--- src/esrp_pkg.sv ---
`timescale 1ns / 1ps

package esrp_pkg;

    localparam int MAX_BLOCK_DEF = 32;
    localparam int SIZE_W        = 6;
    localparam int CFG_IDX_W     = 1;
    localparam int CFG_DATA_W    = 8;
    localparam int Q_DEPTH       = 4;

    localparam logic [7:0] ESC_BYTE = 8'h1B;

    localparam logic [CFG_IDX_W-1:0] CFG_DEV_ADDR   = 1'b0;
    localparam logic [CFG_IDX_W-1:0] CFG_BLOCK_SIZE = 1'b1;

    localparam logic [SIZE_W-1:0] BLOCK_SIZE_RST = 6'd32;

    // one framed byte on its way from front to back
    typedef struct packed {
        logic [7:0]        data_byte;
        logic              eoi;
        logic              last;
        logic [SIZE_W-1:0] size;
    } t_tok;

    typedef struct packed {
        logic [7:0] out_byte;
        logic       end_of_report;
        logic       end_of_message;
        logic       last_in_run;
    } t_res;

endpackage

--- src/esrp_in_if.sv ---
`timescale 1ns / 1ps

interface esrp_in_if;
    logic       valid;
    logic       ready;
    logic [7:0] data_byte;
    logic       last_byte;

    modport source (output valid, output data_byte, output last_byte, input ready);
    modport sink   (input valid, input data_byte, input last_byte, output ready);
endinterface

--- src/esrp_out_if.sv ---
`timescale 1ns / 1ps

interface esrp_out_if;
    logic       valid;
    logic       ready;
    logic [7:0] out_byte;
    logic       end_of_report;
    logic       end_of_message;
    logic       last_in_run;

    modport source (output valid, output out_byte, output end_of_report,
                    output end_of_message, output last_in_run, input ready);
    modport sink   (input valid, input out_byte, input end_of_report,
                    input end_of_message, input last_in_run, output ready);
endinterface

--- src/esrp_front.sv ---
`timescale 1ns / 1ps

module esrp_front #(
    parameter int MAX_BLOCK = esrp_pkg::MAX_BLOCK_DEF
) (
    input  logic                        i_clk,
    input  logic                        i_rst_n,
    input  logic                        i_valid,
    output logic                        o_ready,
    input  logic [7:0]                  i_data_byte,
    input  logic                        i_last_byte,
    input  logic [7:0]                  i_dev_addr,
    input  logic [esrp_pkg::SIZE_W-1:0] i_block_size,
    output logic                        o_tok_valid,
    output esrp_pkg::t_tok              o_tok,
    input  logic                        i_tok_ready
);
    import esrp_pkg::*;

    localparam logic [1:0] ST_HDR  = 2'd0;
    localparam logic [1:0] ST_ADDR = 2'd1;
    localparam logic [1:0] ST_DATA = 2'd2;
    localparam logic [1:0] ST_DUP  = 2'd3;

    localparam logic [SIZE_W-1:0] MAX_SIZE = SIZE_W'(MAX_BLOCK);
    localparam logic [SIZE_W-1:0] MIN_SIZE = SIZE_W'(2);

    logic              r_busy;
    logic              r_in_msg;
    logic [1:0]        r_step;
    logic [1:0]        n_step;
    logic [7:0]        r_data;
    logic              r_last;
    logic [7:0]        r_addr;
    logic [SIZE_W-1:0] r_size;
    logic [SIZE_W-1:0] clamped;
    logic [7:0]        tok_byte;
    logic              eoi;
    logic              accept;
    logic              push;

    assign o_ready = !r_busy;
    assign accept  = i_valid && o_ready;
    assign push    = r_busy && i_tok_ready;

    always_comb begin
        if (i_block_size < MIN_SIZE) begin
            clamped = MIN_SIZE;
        end else if (i_block_size > MAX_SIZE) begin
            clamped = MAX_SIZE;
        end else begin
            clamped = i_block_size;
        end
    end

    always_comb begin
        unique case (r_step)
            ST_HDR: begin
                tok_byte = ESC_BYTE;
                n_step   = ST_ADDR;
            end
            ST_ADDR: begin
                tok_byte = r_addr;
                n_step   = ST_DATA;
            end
            ST_DATA: begin
                tok_byte = r_data;
                n_step   = ST_DUP;
            end
            default: begin
                tok_byte = ESC_BYTE;
                n_step   = ST_DUP;
            end
        endcase
    end

    assign eoi = ((r_step == ST_DATA) && (r_data != ESC_BYTE)) || (r_step == ST_DUP);

    assign o_tok_valid    = r_busy;
    assign o_tok.data_byte = tok_byte;
    assign o_tok.eoi       = eoi;
    assign o_tok.last      = r_last;
    assign o_tok.size      = r_size;

    always_ff @(posedge i_clk) begin
        if (!i_rst_n) begin
            r_busy   <= 1'b0;
            r_in_msg <= 1'b0;
            r_step   <= ST_HDR;
        end else if (accept) begin
            r_busy   <= 1'b1;
            r_in_msg <= !i_last_byte;
            r_step   <= r_in_msg ? ST_DATA : ST_HDR;
        end else if (push) begin
            r_step <= n_step;
            if (eoi) begin
                r_busy <= 1'b0;
            end
        end
    end

    always_ff @(posedge i_clk) begin
        if (accept) begin
            r_data <= i_data_byte;
            r_last <= i_last_byte;
            r_addr <= i_dev_addr;
            if (!r_in_msg) begin
                r_size <= clamped;
            end
        end
    end

endmodule

--- src/esrp_fifo.sv ---
`timescale 1ns / 1ps

module esrp_fifo (
    input  logic           i_clk,
    input  logic           i_rst_n,
    input  logic           i_valid,
    output logic           o_ready,
    input  esrp_pkg::t_tok i_tok,
    output logic           o_valid,
    input  logic           i_pop,
    output esrp_pkg::t_tok o_tok
);
    import esrp_pkg::*;

    localparam int PTR_W = $clog2(Q_DEPTH);
    localparam int CNT_W = $clog2(Q_DEPTH + 1);

    t_tok             r_mem [Q_DEPTH];
    logic [PTR_W-1:0] r_wr;
    logic [PTR_W-1:0] r_rd;
    logic [CNT_W-1:0] r_cnt;
    logic             wr_en;
    logic             rd_en;

    function automatic logic [PTR_W-1:0] ptr_inc(input logic [PTR_W-1:0] p);
        return (p == PTR_W'(Q_DEPTH - 1)) ? '0 : p + 1'b1;
    endfunction

    assign o_ready = (r_cnt != CNT_W'(Q_DEPTH));
    assign o_valid = (r_cnt != '0);
    assign o_tok   = r_mem[r_rd];
    assign wr_en   = i_valid && o_ready;
    assign rd_en   = i_pop && o_valid;

    always_ff @(posedge i_clk) begin
        if (!i_rst_n) begin
            r_wr  <= '0;
            r_rd  <= '0;
            r_cnt <= '0;
        end else begin
            if (wr_en) begin
                r_wr <= ptr_inc(r_wr);
            end
            if (rd_en) begin
                r_rd <= ptr_inc(r_rd);
            end
            if (wr_en && !rd_en) begin
                r_cnt <= r_cnt + 1'b1;
            end else if (rd_en && !wr_en) begin
                r_cnt <= r_cnt - 1'b1;
            end
        end
    end

    always_ff @(posedge i_clk) begin
        if (wr_en) begin
            r_mem[r_wr] <= i_tok;
        end
    end

endmodule

--- src/esrp_back.sv ---
`timescale 1ns / 1ps

module esrp_back #(
    parameter int MAX_BLOCK = esrp_pkg::MAX_BLOCK_DEF
) (
    input  logic           i_clk,
    input  logic           i_rst_n,
    input  logic           i_q_valid,
    input  esrp_pkg::t_tok i_q_tok,
    output logic           o_q_pop,
    output logic           o_res_valid,
    output esrp_pkg::t_res o_res,
    input  logic           i_res_ready
);
    import esrp_pkg::*;

    localparam int PTR_W = $clog2(MAX_BLOCK);
    localparam int CNT_W = $clog2(MAX_BLOCK + 1);

    localparam logic [2:0] S_IDLE  = 3'd0;
    localparam logic [2:0] S_PUSH  = 3'd1;
    localparam logic [2:0] S_FLUSH = 3'd2;
    localparam logic [2:0] S_RPT   = 3'd3;
    localparam logic [2:0] S_EOI   = 3'd4;

    logic [7:0]        r_mem [MAX_BLOCK];
    logic [2:0]        r_state, n_state;
    t_tok              r_tok, n_tok;
    logic [CNT_W-1:0]  r_cnt, n_cnt;
    logic [PTR_W-1:0]  r_rd, n_rd;
    logic [PTR_W-1:0]  r_wr, n_wr;
    logic [SIZE_W-1:0] r_pos, n_pos;
    logic [SIZE_W-1:0] r_used, n_used;
    logic              r_raw, n_raw;
    logic              r_eom, n_eom;
    logic              r_flush, n_flush;
    t_res              r_hold, n_hold;
    logic              r_hold_v, n_hold_v;
    t_res              r_out, n_out;
    logic              r_ov, n_ov;

    logic [SIZE_W-1:0] cnt_ext;
    logic [SIZE_W-1:0] bs;
    logic [7:0]        head;
    logic              out_free;
    logic              emit_ok;
    logic              full_blk;
    logic              rpt_raw;
    logic [SIZE_W-1:0] rpt_used;
    logic              consume;
    logic              eor;
    logic [7:0]        emit_byte;
    logic              do_push;
    t_tok              p_tok;

    function automatic logic [PTR_W-1:0] ptr_inc(input logic [PTR_W-1:0] p);
        return (p == PTR_W'(MAX_BLOCK - 1)) ? '0 : p + 1'b1;
    endfunction

    assign cnt_ext  = SIZE_W'(r_cnt);
    assign bs       = r_tok.size;
    assign head     = r_mem[r_rd];
    assign out_free = !r_ov || i_res_ready;
    assign emit_ok  = !r_hold_v || out_free;

    assign full_blk = (cnt_ext >= bs);
    assign rpt_raw  = full_blk && (head >= 8'(bs));
    assign rpt_used = rpt_raw ? bs : (full_blk ? bs - 1'b1 : cnt_ext);

    assign consume   = r_raw || ((r_pos != '0) && (r_pos <= r_used));
    assign emit_byte = consume ? head : ((r_pos == '0) ? 8'(r_used) : 8'h00);
    assign eor       = (r_pos == bs - 1'b1);

    always_comb begin
        n_state  = r_state;
        n_tok    = r_tok;
        n_cnt    = r_cnt;
        n_rd     = r_rd;
        n_wr     = r_wr;
        n_pos    = r_pos;
        n_used   = r_used;
        n_raw    = r_raw;
        n_eom    = r_eom;
        n_flush  = r_flush;
        n_hold   = r_hold;
        n_hold_v = r_hold_v;
        n_out    = r_out;
        n_ov     = r_ov && !i_res_ready;
        o_q_pop  = 1'b0;
        do_push  = 1'b0;
        p_tok    = r_tok;

        unique case (r_state)
            S_IDLE: begin
                if (i_q_valid) begin
                    o_q_pop = 1'b1;
                    n_tok   = i_q_tok;
                    if (cnt_ext < i_q_tok.size) begin
                        do_push = 1'b1;
                        p_tok   = i_q_tok;
                    end else begin
                        n_state = S_PUSH;
                    end
                end
            end
            S_PUSH: begin
                if (full_blk) begin
                    n_raw   = rpt_raw;
                    n_used  = rpt_used;
                    n_eom   = 1'b0;
                    n_flush = 1'b0;
                    n_pos   = '0;
                    n_state = S_RPT;
                end else begin
                    do_push = 1'b1;
                end
            end
            S_FLUSH: begin
                if (r_cnt != '0) begin
                    n_raw   = rpt_raw;
                    n_used  = rpt_used;
                    n_eom   = (cnt_ext == rpt_used);
                    n_flush = 1'b1;
                    n_pos   = '0;
                    n_state = S_RPT;
                end else begin
                    n_state = S_EOI;
                end
            end
            S_RPT: begin
                if (emit_ok) begin
                    if (r_hold_v) begin
                        n_out             = r_hold;
                        n_out.last_in_run = 1'b0;
                        n_ov              = 1'b1;
                    end
                    n_hold.out_byte       = emit_byte;
                    n_hold.end_of_report  = eor;
                    n_hold.end_of_message = r_eom && eor;
                    n_hold.last_in_run    = 1'b0;
                    n_hold_v              = 1'b1;
                    n_pos                 = r_pos + 1'b1;
                    if (consume) begin
                        n_rd  = ptr_inc(r_rd);
                        n_cnt = n_cnt - 1'b1;
                    end
                    if (eor) begin
                        n_state = r_flush ? S_FLUSH : S_PUSH;
                    end
                end
            end
            S_EOI: begin
                if (!r_hold_v) begin
                    n_state = S_IDLE;
                end else if (out_free) begin
                    n_out             = r_hold;
                    n_out.last_in_run = 1'b1;
                    n_ov              = 1'b1;
                    n_hold_v          = 1'b0;
                    n_state           = S_IDLE;
                end
            end
            default: begin
                n_state = S_IDLE;
            end
        endcase

        // byte enters the pending store; then close the input beat if it was its last
        if (do_push) begin
            n_cnt = r_cnt + 1'b1;
            n_wr  = ptr_inc(r_wr);
            if (!p_tok.eoi) begin
                n_state = S_IDLE;
            end else if (p_tok.last) begin
                n_state = S_FLUSH;
            end else if (!r_hold_v) begin
                n_state = S_IDLE;
            end else if (out_free) begin
                n_out             = r_hold;
                n_out.last_in_run = 1'b1;
                n_ov              = 1'b1;
                n_hold_v          = 1'b0;
                n_state           = S_IDLE;
            end else begin
                n_state = S_EOI;
            end
        end
    end

    always_ff @(posedge i_clk) begin
        if (!i_rst_n) begin
            r_state  <= S_IDLE;
            r_cnt    <= '0;
            r_rd     <= '0;
            r_wr     <= '0;
            r_hold_v <= 1'b0;
            r_ov     <= 1'b0;
        end else begin
            r_state  <= n_state;
            r_cnt    <= n_cnt;
            r_rd     <= n_rd;
            r_wr     <= n_wr;
            r_hold_v <= n_hold_v;
            r_ov     <= n_ov;
        end
    end

    always_ff @(posedge i_clk) begin
        r_tok   <= n_tok;
        r_pos   <= n_pos;
        r_used  <= n_used;
        r_raw   <= n_raw;
        r_eom   <= n_eom;
        r_flush <= n_flush;
        r_hold  <= n_hold;
        r_out   <= n_out;
        if (do_push) begin
            r_mem[r_wr] <= p_tok.data_byte;
        end
    end

    assign o_res_valid = r_ov;
    assign o_res       = r_out;

endmodule

--- src/escape_stuff_report_packer_top.sv ---
`timescale 1ns / 1ps

// channel   dir  handshake     payload
// i_in      in   valid/ready   data_byte[7:0], last_byte
// o_out     out  valid/ready   out_byte[7:0], end_of_report, end_of_message, last_in_run
// i_cfg_*   in   write enable  i_cfg_idx selects register, i_cfg_data[7:0]
//
// Front: accepts an item, then sends its framed bytes (1 to 4), one per cycle unless the
// queue is full, and takes no new item until done. Back: stores one byte per cycle when
// idle; S_RPT emits block size bytes a report; at a message end S_EOI tags the last beat.
// Reset clears control state only; the pending byte store needs no clearing.
// Either side may stall freely; the output register holds a beat until taken.

module escape_stuff_report_packer_top #(
    parameter int MAX_BLOCK = esrp_pkg::MAX_BLOCK_DEF
) (
    input  logic                            i_clk,
    input  logic                            i_rst_n,
    esrp_in_if.sink                         i_in,
    esrp_out_if.source                      o_out,
    input  logic                            i_cfg_we,
    input  logic [esrp_pkg::CFG_IDX_W-1:0]  i_cfg_idx,
    input  logic [esrp_pkg::CFG_DATA_W-1:0] i_cfg_data
);
    import esrp_pkg::*;

    logic [7:0]        r_dev_addr;
    logic [SIZE_W-1:0] r_block_size;

    logic front_ready;
    logic tok_valid;
    t_tok tok;
    logic tok_ready;
    logic q_valid;
    t_tok q_tok;
    logic q_pop;
    logic res_valid;
    t_res res;

    always_ff @(posedge i_clk) begin
        if (!i_rst_n) begin
            r_dev_addr   <= '0;
            r_block_size <= BLOCK_SIZE_RST;
        end else if (i_cfg_we) begin
            unique case (i_cfg_idx)
                CFG_DEV_ADDR:   r_dev_addr   <= i_cfg_data;
                CFG_BLOCK_SIZE: r_block_size <= i_cfg_data[SIZE_W-1:0];
                default: begin
                end
            endcase
        end
    end

    esrp_front #(
        .MAX_BLOCK (MAX_BLOCK)
    ) u_front (
        .i_clk        (i_clk),
        .i_rst_n      (i_rst_n),
        .i_valid      (i_in.valid),
        .o_ready      (front_ready),
        .i_data_byte  (i_in.data_byte),
        .i_last_byte  (i_in.last_byte),
        .i_dev_addr   (r_dev_addr),
        .i_block_size (r_block_size),
        .o_tok_valid  (tok_valid),
        .o_tok        (tok),
        .i_tok_ready  (tok_ready)
    );

    assign i_in.ready = front_ready;

    esrp_fifo u_fifo (
        .i_clk   (i_clk),
        .i_rst_n (i_rst_n),
        .i_valid (tok_valid),
        .o_ready (tok_ready),
        .i_tok   (tok),
        .o_valid (q_valid),
        .i_pop   (q_pop),
        .o_tok   (q_tok)
    );

    esrp_back #(
        .MAX_BLOCK (MAX_BLOCK)
    ) u_back (
        .i_clk       (i_clk),
        .i_rst_n     (i_rst_n),
        .i_q_valid   (q_valid),
        .i_q_tok     (q_tok),
        .o_q_pop     (q_pop),
        .o_res_valid (res_valid),
        .o_res       (res),
        .i_res_ready (o_out.ready)
    );

    assign o_out.valid          = res_valid;
    assign o_out.out_byte       = res.out_byte;
    assign o_out.end_of_report  = res.end_of_report;
    assign o_out.end_of_message = res.end_of_message;
    assign o_out.last_in_run    = res.last_in_run;

endmodule

--- src/flat_wrapper.sv ---
// flat-port wrapper written by rule: the top's interface ports become plain ports
module escape_stuff_report_packer_top_flat import esrp_pkg::*;
#(
    parameter int MAX_BLOCK = esrp_pkg::MAX_BLOCK_DEF
)
  (i_clk, i_rst_n, i_cfg_we, i_cfg_idx, i_cfg_data, i_in_valid, i_in_data_byte, i_in_last_byte, i_in_ready, o_out_valid, o_out_out_byte, o_out_end_of_report, o_out_end_of_message, o_out_last_in_run, o_out_ready);
  esrp_in_if i_in_i ();
  esrp_out_if o_out_i ();
  input  logic i_clk;
  input  logic i_rst_n;
  input  logic i_cfg_we;
  input  logic [esrp_pkg::CFG_IDX_W-1:0] i_cfg_idx;
  input  logic [esrp_pkg::CFG_DATA_W-1:0] i_cfg_data;
  input wire logic [$bits(i_in_i.valid)-1:0] i_in_valid;
  input wire logic [$bits(i_in_i.data_byte)-1:0] i_in_data_byte;
  input wire logic [$bits(i_in_i.last_byte)-1:0] i_in_last_byte;
  output wire logic [$bits(i_in_i.ready)-1:0] i_in_ready;
  output wire logic [$bits(o_out_i.valid)-1:0] o_out_valid;
  output wire logic [$bits(o_out_i.out_byte)-1:0] o_out_out_byte;
  output wire logic [$bits(o_out_i.end_of_report)-1:0] o_out_end_of_report;
  output wire logic [$bits(o_out_i.end_of_message)-1:0] o_out_end_of_message;
  output wire logic [$bits(o_out_i.last_in_run)-1:0] o_out_last_in_run;
  input wire logic [$bits(o_out_i.ready)-1:0] o_out_ready;
  assign i_in_i.valid = i_in_valid;
  assign i_in_i.data_byte = i_in_data_byte;
  assign i_in_i.last_byte = i_in_last_byte;
  assign i_in_ready = i_in_i.ready;
  assign o_out_valid = o_out_i.valid;
  assign o_out_out_byte = o_out_i.out_byte;
  assign o_out_end_of_report = o_out_i.end_of_report;
  assign o_out_end_of_message = o_out_i.end_of_message;
  assign o_out_last_in_run = o_out_i.last_in_run;
  assign o_out_i.ready = o_out_ready;
  escape_stuff_report_packer_top #(.MAX_BLOCK(MAX_BLOCK)) u_core (.i_clk(i_clk), .i_rst_n(i_rst_n), .i_in(i_in_i), .o_out(o_out_i), .i_cfg_we(i_cfg_we), .i_cfg_idx(i_cfg_idx), .i_cfg_data(i_cfg_data));
endmodule
--- config.mk ---
export PLATFORM = sky130hd
export DESIGN_NAME = escape_stuff_report_packer_top_flat
export DESIGN_NICKNAME = d
export VERILOG_FILES = /design/src/esrp_pkg.sv /design/src/esrp_in_if.sv /design/src/esrp_out_if.sv /design/src/esrp_front.sv /design/src/esrp_fifo.sv /design/src/esrp_back.sv /design/src/escape_stuff_report_packer_top.sv /design/src/flat_wrapper.sv
export SDC_FILE = /design/constraint.sdc
export NUM_CORES = 1
export LEC_CHECK = 0
export BUFFER_PORTS_ARGS = -buffer_cell sky130_fd_sc_hd__buf_2
export CAP_MARGIN = 25
export CORE_MARGIN = 1
export CORE_UTILIZATION = 28
export CTS_CLUSTER_SIZE = 20
export DETAILED_ROUTE_END_ITERATION = 10
export PLACE_DENSITY_LB_ADDON = 0.25
export SYNTH_ARGS = -nofsm -noshare
export SYNTH_HDL_FRONTEND = slang
export SYNTH_SLANG_ARGS = --single-unit
--- constraint.sdc ---
create_clock -name i_clk -period 7.6 [get_ports i_clk]
set_input_delay 1.52 -clock i_clk [delete_from_list [all_inputs] [get_ports i_clk]]
set_output_delay 1.52 -clock i_clk [all_outputs]
set_load 0.1 [all_outputs]
# After elaboration in Yosys (flattened, before gate mapping)
# Memories as Yosys holds them, arrays and structs flattened. A register that Yosys moved wholly into a read port is not among the register bits.
# Index checks and enable logic that the tools add are counted.
# totals
mem_count,2
ff_bits,121
ram_bits,320
latchBits,0
out_inout_bits,13
mem_bits_ro,0
in_bits,23
# classes
mul,0
reduce_logical,47
shift,0
addsub,10
order_cmp,6
n_bitwise,2
n_eq_ne,24
n_mux,99
div_mod_pow,0
# mem_list
name,words,width,rd,rd_clocked_by_memory_dff,wr,line,text
u_core.u_back.r_mem,32,8,1,1,1,esrp_back.sv:26,logic [7:0] r_mem [MAX_BLOCK];
u_core.u_fifo.r_mem,4,16,1,1,1,esrp_fifo.sv:18,t_tok r_mem [Q_DEPTH];
# op_table
op,count
$mux W11,9
$mux W6,13
$mux W16,3
$mux W3,15
$mux W1,34
$pmux W11 S2,1
$mux W5,4
$pmux W6 S3,1
$mux W2,8
$pmux W8 S2,1
$ne A3 B3 Y1 const B,5
$pmux W3 S5,1
$reduce_bool A2 Y1,7
$add A6 B1 Y6 const B,2
$eq A6 B6 Y1,2
$pmux W1 S2,6
$pmux W6 S2,1
$reduce_and A2 Y1,6
$reduce_bool A6 Y1,2
$sub A6 B1 Y6 const B,2
$add A5 B1 Y5 const B,2
$eq A5 B5 Y1 const B,2
$logic_and A1 B1 Y1,10
$reduce_and A3 Y1,3
30 further kinds,48

# Logic depth before layout (Yosys ltp)
# Gate-level depths: netlist (run 1).
# logic_depth
depth_word,10
mapped_depth,20
mapped_depth_nobuf,17

# Modules after synthesis
# A second synthesis (run 1) with hierarchy kept.
# unflattened
cells_unflattened,1157
hier_area_um2,18939.4
# by_module_without_submodules
mod,n_inst,area_per_inst_um2,seq_area_each_um2,cells_per_inst
esrp_back,1,14442.6,9659.3,881
esrp_fifo,1,2795.2,2102.0,135
esrp_front,1,1154.9,770.7,84
escape_stuff_report_packer_top,1,546.8,280.3,57

# Worst setup path after synthesis (run 1)
# Ideal clock, no wire load.
# synth_path
kind,register to register
from,register (tool-made name)
to,"register u_core.u_back.r_cnt[5], in the netlist u_core.u_back.cnt_ext[5]"
slack_ps,3416
setup_ps,115
path_buffers,4
arrival_ps,4069
period_less_slack_ps,4184
stages_incl_launch_ff,21
t_required_ps,7485
path_cell_list,dfxtp_1 -> buf_6 -> buf_1 -> mux4_2 -> inv_1 -> ha_1 -> and4_1 -> a21oi_1 -> o2111ai_2 -> buf_6 -> o21a_4 -> buf_8 -> ha_1 -> a21o_1 -> a21oi_1 -> o21bai_1 -> a21oi_1 -> nand3_1 -> o21ai_1 -> xor2_1 -> and2_1
# synth_rtl
element,line,text
to (signal assigned),esrp_back.sv:200,r_cnt <= n_cnt;
to (decl),esrp_back.sv:29,"logic [CNT_W-1:0] r_cnt, n_cnt;"

==> metrics.cfg, run 1 <==
[run_status]
status=complete, no violations

[sta]
finalCritPeriodShare_pct=62.0
rsz0062_at_grt=false
slew_headroom_pct=29.3
slew_violations=0
fin_worst_skew_ns=0.0204
tightest_slew_ns=1.06
finalSetupTns_ns=0
timing.fmax_mhz=212
setup_viol=0
finalHoldViolCount=0
fin_crit_ns=4.71

[final_layout]
diodes=0
syn_to_final_growth_pct=15.4
nNetsFinal=1273
drive_gt1_share_pct=19.4

[critical_path]
setup.worst_path.class=reg -> reg
startpoint_type=flip-flop
required_ns=8.02
worstPathMaxFanout=54
crit_arrival_ns=5.13
end_kind=flip-flop

[die]
io_pins=36
coreArea_um2=66000
row_count=94
die_x_um=261
die-area_um2=68000
die_h_um=261
start_util_pct=28.4

[clocking]
clock_sinks=448
post-cts-setup-buffer-count=0
cts_max_level=2
root_buffer=clkbuf_16
numCtsBuffers=49
insertion_delay_ns=0.59
clockBufferDepth=3
cts_resized=0
cts_tree=yes
path_clk_slew_ns=0.06
hold_buffers=0

[global_route]
antenna_found_initial=1
grt_start_max_net_pins=55
grt_pass1_vias=9968
gr-total-overflow=0
grt_usage_pct=12.4
grt_pass1_wl_mm=63.2

[pwr]
combPwrFrac_pct=24.4
p_per_area_nw_per_um2=371
power_leakage_nw=7.14
switching_share_pct=31.7
p_int_mw=5.48
sequentialPowerShare_pct=44.2
power_mw=8.03
p_switching_mw=2.55
clkPwrFrac_pct=31.3
peakVddDrop_mv=0.271

[synthesis]
synth-main-ff-cell=edfxtp_1
ys_ff_latch=448
netlist_area_um2=18800
synthesis.nets=1224
yosysWarningCount=0
synth_most_common_cell=edfxtp_1
postSynthAreaPerCell_um2=16.3
ys_seq_area_share_pct=68.3
synthCells=1152
synth-async-reset-ratio_pct=0
post-synth-top-area-cell=edfxtp_1
synth_top_area_share_pct=61.5
synth-edff-count=384
synth_cell_types=72
synth_area_leaders=edfxtp_1 (61%), mux4_2 (8.8%), dfxtp_1 (6.8%), ha_1 (3.1%), mux2i_1 (2.5%)
yosys-top-cells-count=edfxtp_1 (384), mux4_2 (73), dfxtp_1 (64)

[route]
vias=9722
drc=0
avgRoutedWirePerCell_um=19.6
finalWirelength_mm=41.3
dr.pass1.iters=7
postRouteAntennaNets=0
vias_per_cell=4.62
drt_iter0_drc=690

[place]
place_hpwl_mm=26.8
gp_congestion=0.770
port_buffers=35

[run]
max_cap_viol_count=0

[worst_hold_path]
worstHoldPathType=reg -> reg

cell families after synthesis:
group	after synthesis	share of synthesized area, %
AOI/OAI and AO/OA	139	5.14
and+or+nand+nor	244	6.54
adders and majority gates	49	3.35
muxes	145	12.9
DFF	448	68.3
buffers and inverters	95	2.22
xor gates and xnor gates	32	1.49
metal layers:
metal	global-route usage (%)	part of all wire, %	up-vias
li1	-	-	4558
met1	17.1	47	4927
met2	20.0	47	171
met3	1.89	3.5	66
met4	4.00	2.5	0
met5	0	0	-
worst paths after layout:
path / start / endpoint / slack, ns / depth (start not counted)
worst max-delay path: flip-flop / u_core.u_back.r_eom$_SDFFCE_PN0P_ / 2.89 / 13
worst min-delay path: u_core.r_dev_addr[5]$_SDFFE_PN0P_ / u_core.u_front.r_addr[5]$_DFFE_PP_ / 0.43 / 0
worst max register to register: flip-flop / u_core.u_back.r_eom$_SDFFCE_PN0P_ / 2.89 / 13
worst min register to register: u_core.r_dev_addr[5]$_SDFFE_PN0P_ / u_core.u_front.r_addr[5]$_DFFE_PP_ / 0.43 / 0
power by group through the flow:
stage	Combinational, mW	Clock (mW)	Sequential (mW)
floorplan	1.33	0	3.59
detailed placement	2.00	0	3.61
global route	2.18	2.66	3.58
CTS	2.00	2.58	3.56
finish	1.96	2.52	3.55
global placement	1.94	0	3.61
flip-flops by register name, summed over array words and instances (netlist names), 5 cells and up, named ones only:
signal / flops
u_core.u_back.o_res: 11
u_core.r_block_size: 6
u_core.u_front.r_data: 8
u_core.u_back.r_used: 6
u_core.u_back.r_hold: 10
u_core.u_fifo.r_mem: 64
u_core.u_back.r_rd: 5
u_core.u_back.r_wr: 5
u_core.u_front.r_addr: 8
u_core.u_back.bs: 6
u_core.u_front.r_size: 6
u_core.u_back.r_tok: 10
u_core.u_back.cnt_ext: 6
u_core.r_dev_addr: 8
u_core.u_back.r_mem: 256
u_core.u_back.r_pos: 6
critical path: stages, from the launching register on:
cell	delay (ns)
dfxtp_4	0.91
buf_4	0.53
mux4_2	0.38
mux4_2	0.52
mux2_2	0.32
ha_1	0.31
a21oi_1	0.13
o21ai_0	0.10
a21o_1	0.18
a21oi_1	0.17
nand3_1	0.20
a2111oi_0	0.46
o221ai_1	0.18
o21ai_0	0.10
final cells by class:
class / instances / area, um2
inverters: 40 / 155
clock buffers: 52 / 1260
repair buffers: 53 / 338
clock inverters: 38 / 449
flip-flops and latches: 448 / 12800
fillers: 6320 / 44300
multi-input cells: 609 / 5540
well taps: 864 / 1080
cells in the final DEF, fill, tap and decap left out, types with 19 or more instances in the layout:
cell / n
mux4_2: 73
clkbuf_16: 50
a22oi_1: 21
xnor2_1: 19
inv_1: 38
edfxtp_1: 384
nor2b_1: 34
mux2i_1: 46
nor2_1: 62
dfxtp_1: 62
nand3_1: 24
o21ai_0: 25
nand2_1: 52
buf_2: 36
a21oi_1: 29
ha_1: 47
per-stage QoR:
| stage | utilization (%) | cells | instance area (um2) | hold WS, ns | setup slack (ns) |
|---|---|---|---|---|---|
| final | 32.8 | 2104 | 21600 | 0.434 | 2.89 |
| after global routing | 32.8 | 2104 | 21600 | 0.448 | 2.41 |
| after CTS | 32.8 | 2100 | 21600 | 0.437 | 2.82 |
| after detailed placement | 30.2 | 2010 | 19900 | 0.418 | 2.85 |
| after global placement | 30.0 | 2002 | 19800 | 0.420 | 2.57 |
| after floorplan | - | 1152 | 18800 | 0.408 | 3.42 |
(Power assumes the default switching activity.)
==> inputs of run 2 (changes only) <==
Clock period 7.6 ns to 4.9 ns, I/O delays scaled along.
==> metrics.cfg, run 2 (synthesized netlist as in run 1, its figures left out) <==
[sta]
slew_violations=0  ; unchanged
setup_viol=0  ; unchanged
rsz0062_at_grt=false  ; unchanged
timing.fmax_mhz=230  ; was 212 MHz
slew_headroom_pct=34.9  ; was 29.3%
finalCritPeriodShare_pct=88.7  ; was 62.0%
tightest_slew_ns=0.975  ; was 1.06 ns
finalWorstSetupSlack_ns=0.551  ; was 2.89 ns
fin_worst_skew_ns=0.0345  ; was 0.0204 ns
finalSetupTns_ns=0  ; unchanged
whs_ns=0.431  ; was 0.434 ns
fin_crit_ns=4.35  ; was 4.71 ns
finalHoldViolCount=0  ; unchanged

[route]
wl_met3_mm=1.45  ; about the same
top_layer_used=met4  ; unchanged
wl_met1_mm=18.4  ; was 19.3 mm
vias_per_cell=4.57  ; was 4.62
finalWirelength_mm=40.4  ; was 41.3 mm
vias=9745  ; was 9722
postRouteAntennaNets=0  ; unchanged
route.met2.wl_mm=19.4  ; was 19.5 mm
drt_iter0_drc=568  ; was 690
avgRoutedWirePerCell_um=18.9  ; was 19.6 um
dr.pass1.iters=5  ; was 7
drc=0  ; unchanged

[clocking]
root_buffer=clkbuf_16  ; unchanged
cts_max_level=2  ; unchanged
hold_buffers=0  ; unchanged
insertion_delay_ns=0.60  ; was 0.59 ns
clock_sinks=448  ; unchanged
post-cts-setup-buffer-count=0  ; unchanged
clockBufferDepth=3  ; unchanged
cts_resized=0  ; unchanged
path_clk_slew_ns=0.06  ; about the same
numCtsBuffers=48  ; was 49
cts_tree=yes  ; unchanged

[global_route]
grt_usage_pct=12.2  ; was 12.4%
gr-total-overflow=0  ; unchanged
antenna_found_initial=0  ; was 1
grt_start_max_net_pins=51  ; was 55
grt_pass1_vias=10078  ; was 9968
grt_pass1_wl_mm=62.7  ; was 63.2 mm

[critical_path]
setup.worst_path.class=reg -> reg  ; unchanged
required_ns=5.32  ; was 8.02 ns
end_kind=flip-flop  ; unchanged
crit_arrival_ns=4.77  ; was 5.13 ns
cpMaxStageDelayCell=dfxtp_4  ; unchanged
startpoint_type=flip-flop  ; unchanged
crit_family=multiplexers  ; was compound AO/OA/AOI/OAI gates
worst-path-buf-inv=1  ; unchanged
worstPathMaxFanout=32  ; was 54
crit_chain=buf_12 -> mux4_2 -> mux4_2 -> mux2_2 -> ha_1 -> a21oi_1 -> o21ai_0 -> a21o_1 -> a21oi_1 -> nand3_1 -> a2111oi_0 -> o221ai_1 -> o21ai_0  ; was buf_4 -> mux4_2 -> mux4_2 -> mux2_2 -> ha_1 -> a21oi_1 -> o21ai_0 -> a21o_1 -> a21oi_1 -> nand3_1 -> a2111oi_0 -> o221ai_1 -> o21ai_0
cp_slowest_stage_delay_ns=0.75  ; was 0.91 ns

[run_status]
status=complete, no violations  ; unchanged

[final_layout]
final_cell_mix=edfxtp_1 (384), mux4_2 (73), nor2_1 (62), dfxtp_1 (62), nand2_1 (52)  ; unchanged
mostFrequentLayoutCell=edfxtp_1  ; unchanged
multi_input_area_um2=5530  ; was 5540 um2
regArea_um2=12800  ; unchanged
largest_register_ffs=256  ; unchanged
largest-register=u_core.u_back.r_mem  ; unchanged
final_cells=2133  ; was 2104
syn_to_final_growth_pct=16.1  ; was 15.4%
diodes=0  ; unchanged
nNetsFinal=1302  ; was 1273
design_area_um2=21800  ; was 21600 um2
fillers=6350  ; was 6320
utilization_pct=33.0  ; was 32.8%
drive_gt1_share_pct=20.3  ; was 19.4%

[worst_hold_path]
worstHoldPathType=reg -> reg  ; unchanged

[die]
die_x_um=261  ; unchanged
row_count=94  ; unchanged
die_h_um=261  ; unchanged
die-area_um2=68000  ; unchanged
io_pins=36  ; unchanged
start_util_pct=28.4  ; unchanged
coreArea_um2=66000  ; unchanged

[pwr]
power_leakage_nw=7.26  ; was 7.14 nW
power_mw=12.3  ; was 8.03 mW
peakVddDrop_mv=0.274  ; was 0.271 mV
p_per_area_nw_per_um2=564  ; was 371 nW/um2

[place]
dp_slack_ns=0.508  ; was 2.85 ns
placed_cell_area_um2=20100  ; was 19900 um2
place_hpwl_mm=27.3  ; was 26.8 mm
dp.cells=2044  ; was 2010
gp_congestion=0.767  ; was 0.770
port_buffers=35  ; unchanged

[run]
max_cap_viol_count=0  ; unchanged

run 2: cell type report:
type,count,area share (%)
flip-flops and latches,448,58.9
multi-input cells,609,25.4
clock buffers,58,5.78
well taps,864,4.97
repair buffers,83,2.57
clock inverters,31,1.68
inverters,40,0.713
run 2: per-layer routing:
| metal | global-route usage, % | vias up |
|---|---|---|
| met1 | 16.2 | 4906 |
| met3 | 1.96 | 74 |
| met5 | 0 | - |
| li1 | - | 4608 |
| met2 | 20.1 | 157 |
| met4 | 4.40 | 0 |
run 2: path summary, 6_finish.rpt:
| path | cells after the start | slack (ns) | endpoint | from |
|---|---|---|---|---|
| hold reg to reg | 0 | 0.43 | u_core.u_front.r_addr[6]$_DFFE_PP_ | u_core.r_dev_addr[6]$_SDFFE_PN0P_ |
| setup / recovery | 13 | 0.55 | u_core.u_back.r_eom$_SDFFCE_PN0P_ | flip-flop |
| hold / removal | 0 | 0.43 | u_core.u_front.r_addr[6]$_DFFE_PP_ | u_core.r_dev_addr[6]$_SDFFE_PN0P_ |
| setup reg to reg | 13 | 0.55 | u_core.u_back.r_eom$_SDFFCE_PN0P_ | flip-flop |
run 2: power breakdown:
part / internal [mW] / switching (mW) / total (mW)
clock network: 2.21 / 1.51 / 3.72
logic: 0.973 / 2.08 / 3.05
registers: 5.25 / 0.258 / 5.51
total: 8.43 / 3.84 / 12.3
